## src/design/c2p_pkg.sv

```systemverilog
// ----------------------------------------------------------------------------
// c2p_pkg
// Shared types for the chunky-to-planar scanline packer.
// ----------------------------------------------------------------------------
package c2p_pkg;

  localparam int ADDR_W  = 16;
  localparam int COLOR_W = 4;
  localparam int SX_W    = 11;
  localparam int ROW_W   = 10;
  localparam int CNT_W   = 10;

  typedef struct packed {
    logic [ADDR_W-1:0] address;
    logic [7:0]        plane0_byte;
    logic [7:0]        plane1_byte;
    logic [7:0]        plane2_byte;
    logic [7:0]        plane3_byte;
    logic [7:0]        write_mask;
    logic              last_write;
  } c2p_wr_t;

endpackage

```

## src/design/chunky_to_planar_scanline.sv

```systemverilog
// ----------------------------------------------------------------------------
// chunky_to_planar_scanline
// Packs a stream of 4-bit pixels into 4-plane frame-buffer byte writes.
// ----------------------------------------------------------------------------
// One pixel is taken per cycle while pixel_ready is high. Each pixel is packed
// into the line state; a write word, when the pixel fills or ends a byte, goes
// straight into a two-entry output register/skid stage, so pixel_ready only
// drops while a stalled write channel has both entries held. A write waits in
// the skid stage while the channel stalls. Partial first and last bytes carry
// a write_mask that covers only the line's pixels.
module chunky_to_planar_scanline import c2p_pkg::*; #(
  parameter int MAX_LINE_PIXELS = 640,
  parameter int BYTES_PER_ROW   = 80
) (
  input  logic               clk,
  input  logic               rst,
  input  logic               pixel_valid,
  output logic               pixel_ready,
  input  logic [COLOR_W-1:0] color,
  input  logic [SX_W-1:0]    start_x,
  input  logic [ROW_W-1:0]   row,
  input  logic               line_start,
  input  logic               line_end,
  output logic               write_valid,
  input  logic               write_ready,
  output logic [ADDR_W-1:0]  address,
  output logic [7:0]         plane0_byte,
  output logic [7:0]         plane1_byte,
  output logic [7:0]         plane2_byte,
  output logic [7:0]         plane3_byte,
  output logic [7:0]         write_mask,
  output logic               last_write
);

  logic    push;
  c2p_wr_t push_data;
  c2p_wr_t out_data;

  c2p_packer #(
    .MAX_LINE_PIXELS(MAX_LINE_PIXELS),
    .BYTES_PER_ROW  (BYTES_PER_ROW)
  ) u_packer (
    .clk       (clk),
    .rst       (rst),
    .accept    (pixel_valid & pixel_ready),
    .color     (color),
    .start_x   (start_x),
    .row       (row),
    .line_start(line_start),
    .line_end  (line_end),
    .push      (push),
    .wr        (push_data)
  );

  c2p_out_buf u_out_buf (
    .clk       (clk),
    .rst       (rst),
    .push      (push),
    .push_data (push_data),
    .can_accept(pixel_ready),
    .out_valid (write_valid),
    .out_ready (write_ready),
    .out_data  (out_data)
  );

  assign address     = out_data.address;
  assign plane0_byte = out_data.plane0_byte;
  assign plane1_byte = out_data.plane1_byte;
  assign plane2_byte = out_data.plane2_byte;
  assign plane3_byte = out_data.plane3_byte;
  assign write_mask  = out_data.write_mask;
  assign last_write  = out_data.last_write;

endmodule

```

## src/design/c2p_packer.sv

```systemverilog
// ----------------------------------------------------------------------------
// c2p_packer
// Line state and per-pixel packing; emits one byte write per filled or final
// byte of a scanline.
// ----------------------------------------------------------------------------
module c2p_packer import c2p_pkg::*; #(
  parameter int MAX_LINE_PIXELS = 640,
  parameter int BYTES_PER_ROW   = 80
) (
  input  logic               clk,
  input  logic               rst,
  input  logic               accept,
  input  logic [COLOR_W-1:0] color,
  input  logic [SX_W-1:0]    start_x,
  input  logic [ROW_W-1:0]   row,
  input  logic               line_start,
  input  logic               line_end,
  output logic               push,
  output c2p_wr_t            wr
);

  logic [31:0]       plane_accumulator;
  logic [2:0]        bit_position;
  logic [ADDR_W-1:0] byte_address;
  logic [2:0]        start_offset;
  logic              in_first_byte;
  logic [CNT_W-1:0]  pixel_count;
  logic              line_done;

  logic [25:0]       row_prod;
  logic [ADDR_W-1:0] line_addr;
  logic [ADDR_W-1:0] addr_base;
  logic [31:0]       acc_base;
  logic [31:0]       acc_new;
  logic [2:0]        pos;
  logic [2:0]        so;
  logic              first;
  logic [CNT_W-1:0]  cnt_next;
  logic              active;
  logic              full;
  logic              final_px;
  logic              emit;
  logic [2:0]        lo;
  logic [3:0]        endcnt;
  logic [7:0]        slot;

  always_comb begin
    row_prod  = 26'(row) * 26'(BYTES_PER_ROW);
    line_addr = row_prod[ADDR_W-1:0] + ADDR_W'(start_x[SX_W-1:3]);
    addr_base = line_start ? line_addr : byte_address;
    acc_base  = line_start ? 32'd0 : plane_accumulator;
    pos       = line_start ? start_x[2:0] : bit_position;
    so        = line_start ? start_x[2:0] : start_offset;
    first     = line_start | in_first_byte;
    cnt_next  = (line_start ? CNT_W'(0) : pixel_count) + CNT_W'(1);
    active    = line_start | ~line_done;
    slot      = 8'h80 >> pos;
    acc_new   = acc_base | { {8{color[3]}} & slot, {8{color[2]}} & slot,
                             {8{color[1]}} & slot, {8{color[0]}} & slot };
    full      = (pos == 3'd7);
    final_px  = line_end | (cnt_next >= CNT_W'(MAX_LINE_PIXELS));
    emit      = active & (full | final_px);
    lo        = first ? so : 3'd0;
    endcnt    = {1'b0, pos} + 4'd1;
  end

  assign push           = accept & emit;
  assign wr.address     = addr_base;
  assign wr.plane0_byte = acc_new[7:0];
  assign wr.plane1_byte = acc_new[15:8];
  assign wr.plane2_byte = acc_new[23:16];
  assign wr.plane3_byte = acc_new[31:24];
  assign wr.write_mask  = (8'hff >> lo) & ~(8'hff >> endcnt);
  assign wr.last_write  = final_px;

  always_ff @(posedge clk) begin
    if (rst) begin
      plane_accumulator <= '0;
      bit_position      <= '0;
      byte_address      <= '0;
      start_offset      <= '0;
      in_first_byte     <= 1'b1;
      pixel_count       <= '0;
      line_done         <= 1'b1;
    end else if (accept && active) begin
      start_offset <= so;
      pixel_count  <= cnt_next;
      if (emit) begin
        plane_accumulator <= '0;
        bit_position      <= '0;
        byte_address      <= addr_base + ADDR_W'(1);
        in_first_byte     <= 1'b0;
        line_done         <= final_px;
      end else begin
        plane_accumulator <= acc_new;
        bit_position      <= pos + 3'd1;
        byte_address      <= addr_base;
        in_first_byte     <= first;
        line_done         <= 1'b0;
      end
    end
  end

  a_mask_nonzero: assert property (@(posedge clk) disable iff (rst)
    push |-> wr.write_mask != 8'd0)
    else $error("empty write mask on emitted word");

  a_last_closes_line: assert property (@(posedge clk) disable iff (rst)
    push && wr.last_write |=> line_done)
    else $error("line still open after last write");

  a_pos_after_offset: assert property (@(posedge clk) disable iff (rst)
    !line_done && in_first_byte |-> bit_position >= start_offset)
    else $error("bit position before start offset in first byte");

endmodule

```

## src/design/c2p_out_buf.sv

```systemverilog
// ----------------------------------------------------------------------------
// c2p_out_buf
// Output register with skid stage; decouples input acceptance from the
// write channel.
// ----------------------------------------------------------------------------
module c2p_out_buf import c2p_pkg::*; (
  input  logic    clk,
  input  logic    rst,
  input  logic    push,
  input  c2p_wr_t push_data,
  output logic    can_accept,
  output logic    out_valid,
  input  logic    out_ready,
  output c2p_wr_t out_data
);

  logic    skid_valid;
  c2p_wr_t skid_data;

  assign can_accept = ~skid_valid;

  always_ff @(posedge clk) begin
    if (rst) begin
      out_valid  <= 1'b0;
      skid_valid <= 1'b0;
    end else if (!out_valid || out_ready) begin
      if (skid_valid) begin
        out_valid  <= 1'b1;
        skid_valid <= 1'b0;
      end else begin
        out_valid <= push;
      end
    end else if (push) begin
      skid_valid <= 1'b1;
    end
  end

  always_ff @(posedge clk) begin
    if (!out_valid || out_ready) begin
      out_data <= skid_valid ? skid_data : push_data;
    end else if (push) begin
      skid_data <= push_data;
    end
  end

  a_skid_implies_out: assert property (@(posedge clk) disable iff (rst)
    skid_valid |-> out_valid)
    else $error("skid holds a word while output is empty");

endmodule
```

## config.mk

```make
export PLATFORM = sky130hd
export DESIGN_NAME = chunky_to_planar_scanline
export DESIGN_NICKNAME = d
export VERILOG_FILES = /design/src/design/c2p_pkg.sv /design/src/design/chunky_to_planar_scanline.sv /design/src/design/c2p_packer.sv /design/src/design/c2p_out_buf.sv
export SDC_FILE = /design/constraint.sdc
export NUM_CORES = 1
export LEC_CHECK = 0
export BUFFER_PORTS_ARGS = -buffer_cell sky130_fd_sc_hd__buf_2
export CORE_ASPECT_RATIO = 2
export CORE_MARGIN = 8
export CORE_UTILIZATION = 55
export CTS_CLUSTER_DIAMETER = 100
export DETAILED_ROUTE_END_ITERATION = 12
export PLACE_DENSITY = 0.74
export SLEW_MARGIN = 20
export SYNTH_ARGS = -nofsm -noshare
export SYNTH_HDL_FRONTEND = slang
export SYNTH_SLANG_ARGS = --single-unit
```

## constraint.sdc

```tcl
create_clock -name clk -period 14.6 [get_ports clk]
set_clock_uncertainty 0.1 [all_clocks]
set_input_delay 3.65 -clock clk [delete_from_list [all_inputs] [get_ports clk]]
set_output_delay 3.65 -clock clk [all_outputs]
set_load 0.01 [all_outputs]
```

==> flow_summary_export.csv <==
group,metric,value,unit
power_and_ir_drop,powerDensity,122,mW/mm^2
worst_hold_path,worstHoldStart,"u_packer.byte_address[7]$_SDFFE_PP0P_",
yosys,yosysMostFrequentCell,"edfxtp_1",
yosys,synth_edf_count,114,
critical_path,crit_type,"input port to register",
global_routing,grt_max_degree,71,
detailed_routing,wire_per_inst,17.8,um
layout,nFillCells,1280,
floorplanning,die_x,105,um
timing,grt_setup_unrepaired,"no",
yosys,synth_top_flop_cell,"edfxtp_1",
critical_path,cpPeakStageDelay,0.63,ns
yosys,ys_ff_latch,182,
outcome,status,"complete, no violations",
clock_network,root_buffer,"clkbuf_16",
critical_path,cp_num_buf_inv,5,
worst_hold_path,hold_path_class,"register to register",
critical_path,crit_chain,"buf_2 > inv_1 > buf_4 > a21boi_0 > inv_1 > ha_1 > ha_1 > o21ai_0 > o21ai_1 > nand2_1 > nor2_4 > buf_4",
critical_path,cp_max_fo,51,
global_routing,grt-ovfl-total,0,
yosys,synth_top_area_cell,"edfxtp_1",
timing,slew_headroom,0.396,
layout,diodes,0,
yosys,synthArstFlopShare,0,
clock_network,ctsResizeCount,0,
power_and_ir_drop,p_switching,301,uW
power_and_ir_drop,swShare,0.249,
detailed_routing,drt_wl_total,18.2,mm
detailed_routing,drtIter0Drc,418,
placement,placed_area,0.00924,sq mm
timing,maxSlewViolCount,0,
power_and_ir_drop,clock_power_share,0.390,
timing,setup_viol,0,
global_routing,grt_pass1_vias,5982,
critical_path,critPathTopFamily,"buffers and inverters",
timing,fmax,130,MHz
timing,period_share,0.527,
yosys,synth_top_area_frac,0.394,
layout,nNetsFinal,875,
yosys,synthesis.nets,808,
critical_path,cp.required,14.55,ns
yosys,syn_avg_cell_area,11.7,sq um
floorplanning,num_rows,65,
clock_network,clkSinkCount,182,
critical_path,cp-start-kind,"input port",
placement,globalplace.congestion,0.789,
critical_path,rr_worst_depth,9,
layout,layout-drive-gt1-share,0.242,
floorplanning,io_pins,90,
detailed_routing,ant_nets,0,
critical_path,regToRegStartpoint,"u_packer.pixel_count[0]$_SDFFE_PP0P_",
clock_network,clockBufferDepth,2,
placement,port_buffers,89,
clock_network,htree_levels,4,
global_routing,track_usage,0.180,
flow_run,maxCapViolCount,0,
floorplanning,initial_utilization,0.557,
power_and_ir_drop,p_leak,3.97,nW
power_and_ir_drop,irDropWorstVdd,0.0806,mV
clock_network,hold_buffers,0,
power_and_ir_drop,seqPwrFrac,0.479,
clock_network,cts_tree,"done",
clock_network,cts_made_buffers,17,
layout,area_growth,13.2,%
global_routing,grt_pass1_wl,30.0,mm
detailed_routing,drt-pass1-iter-count,6,
yosys,synthTopCellsByArea,"edfxtp_1 39%, dfxtp_1 16%, mux2_2 7.6%",
detailed_routing,route.detailed.drc,0,
critical_path,slowest_stage,"buf_4",
clock_network,path_clk_slew,0.07,ns
detailed_routing,num_vias,6128,
critical_path,endpoint_kind,"register",
clock_network,cts_setup_buffers,0,
worst_hold_path,hold_depth,2,
yosys,synth.top_cells.by_count,"114 x edfxtp_1, 74 x nor2_1, 68 x dfxtp_1",
yosys,synth_area,0.00869,sq mm
critical_path,rr_endpoint,"u_out_buf.skid_data[33]$_DFFE_PP_",
power_and_ir_drop,p_int,904,uW
timing,period_needed,7.69,ns
layout,multi_input_area,0.00364,sq mm
floorplanning,die_y,194,um
detailed_routing,viasPerCell,5.98,
worst_hold_path,worstHoldEndpoint,"u_packer.byte_address[7]$_SDFFE_PP0P_",
yosys,synth_warnings,0,
floorplanning,core_area,0.0156,sq mm
global_routing,antenna_found_initial,0,
layout,final_area,0.00984,sq mm
yosys,yosysUniqueCellTypes,67,
yosys,synthCells,744,
placement,dp.final_hpwl,11.5,mm
critical_path,r2r_slack,10.61,ns
timing,tightest_slew,0.906,ns
clock_network,clock_latency,0.43,ns
layout,utilization,0.630,
critical_path,crit_arrival,7.64,ns
floorplanning,dieArea,0.0203,sq mm
timing,tns,0,ns
layout,seq_area,0.00478,sq mm
power_and_ir_drop,power.share.combinational,0.131,
timing,hold_viol_final,0,
yosys,seq_area_frac_synth,0.550,
-- tightest hold or removal path: cells and delay by family (launching register included) --
kind / cells / cell delay, ns
simple gates: 1 / 0.05
compound gates: 1 / 0.05
flops: 1 / 0.31
-- layout by cell type, fill, tap and decap left out, types with 12 or more instances in the layout --
cell type    n
a21oi_1     26
xnor2_1     13
clkbuf_16   17
nand2_1     48
a22oi_1     38
inv_1       14
o21ai_0     19
a211oi_1    12
dfxtp_1     68
buf_2       89
mux2_2      59
edfxtp_1   114
nand3_1     18
a22o_1      32
nor2_1      72
ha_1        31
-- final cells by class --
| type | count | share of cell area |
|---|---|---|
| Timing Repair Buffer | 97 | 0.0514 |
| Tap cell | 201 | 0.0256 |
| Sequential cell | 182 | 0.486 |
| Multi-Input combinational cell | 498 | 0.370 |
| Inverter | 15 | 0.00572 |
| Clock buffer | 19 | 0.0440 |
| Clock inverter | 13 | 0.0170 |
-- how the worst max path moves through the flow --
| stage | slack (ns) | start | depth (start not counted) | to |
|---|---|---|---|---|
| 2_1_floorplan | 5.44 | line_start | 14 | u_out_buf.skid_data[0]$_DFFE_PP_ |
| 3_3_place_gp | 6.73 | line_start | 12 | u_out_buf.skid_data[13]$_DFFE_PP_ |
| 3_5_place_dp | 6.54 | line_start | 12 | u_out_buf.skid_data[13]$_DFFE_PP_ |
| 4_1_cts | 6.96 | line_start | 12 | u_out_buf.skid_data[10]$_DFFE_PP_ |
| 5_1_grt | 6.63 | line_start | 12 | u_out_buf.skid_data[42]$_DFFE_PP_ |
| 6_report | 6.91 | line_start | 12 | u_out_buf.skid_data[33]$_DFFE_PP_ |
-- state kept, by name, indices dropped and copies added, names as in the netlist, 3 cells and up --
| name | flops |
|---|---|
| u_packer.pixel_count | 10 |
| u_packer.plane_accumulator | 32 |
| u_out_buf.skid_data | 57 |
| u_packer.start_offset | 3 |
| u_packer.byte_address | 16 |
| u_out_buf.out_data | 57 |
| u_packer.bit_position | 3 |
-- power groups by stage --
stage	Combinational, mW	Clock [mW]	Sequential [mW]
3_5_place_dp	0.157	0	0.588
5_1_grt	0.176	0.496	0.578
2_1_floorplan	0.104	0	0.597
4_1_cts	0.159	0.475	0.577
6_report	0.158	0.470	0.577
3_3_place_gp	0.155	0	0.587
-- layer usage --
layer / global-route usage / vias up / wire length [um]
met5: 0 / - / 0
met4: 0.0559 / 0 / 216
met3: 0.0446 / 16 / 983
met2: 0.284 / 187 / 8840
met1: 0.237 / 3002 / 8180
li1: - / 2923 / -
-- per-stage QoR --
step	hold slack, ns	cells	setup slack, ns	power [mW]
6_report	0.354	1025	6.91	1.20
4_1_cts	0.354	1025	6.96	1.21
5_1_grt	0.382	1025	6.63	1.25
3_3_place_gp	0.339	993	6.73	0.742
3_5_place_dp	0.344	993	6.54	0.745
2_1_floorplan	0.329	744	5.44	0.701
-- cells by family after synthesis --
group	Yosys count	synth area share
AOI/OAI and AO/OA	177	0.151
xor gates and xnor gates	23	0.0248
buffers and inverters	64	0.0325
muxes	61	0.0787
and+or+nand+nor	204	0.114
adders and majority gates	33	0.0492
DFF	182	0.550
Power figures use the tool's default switching activity.
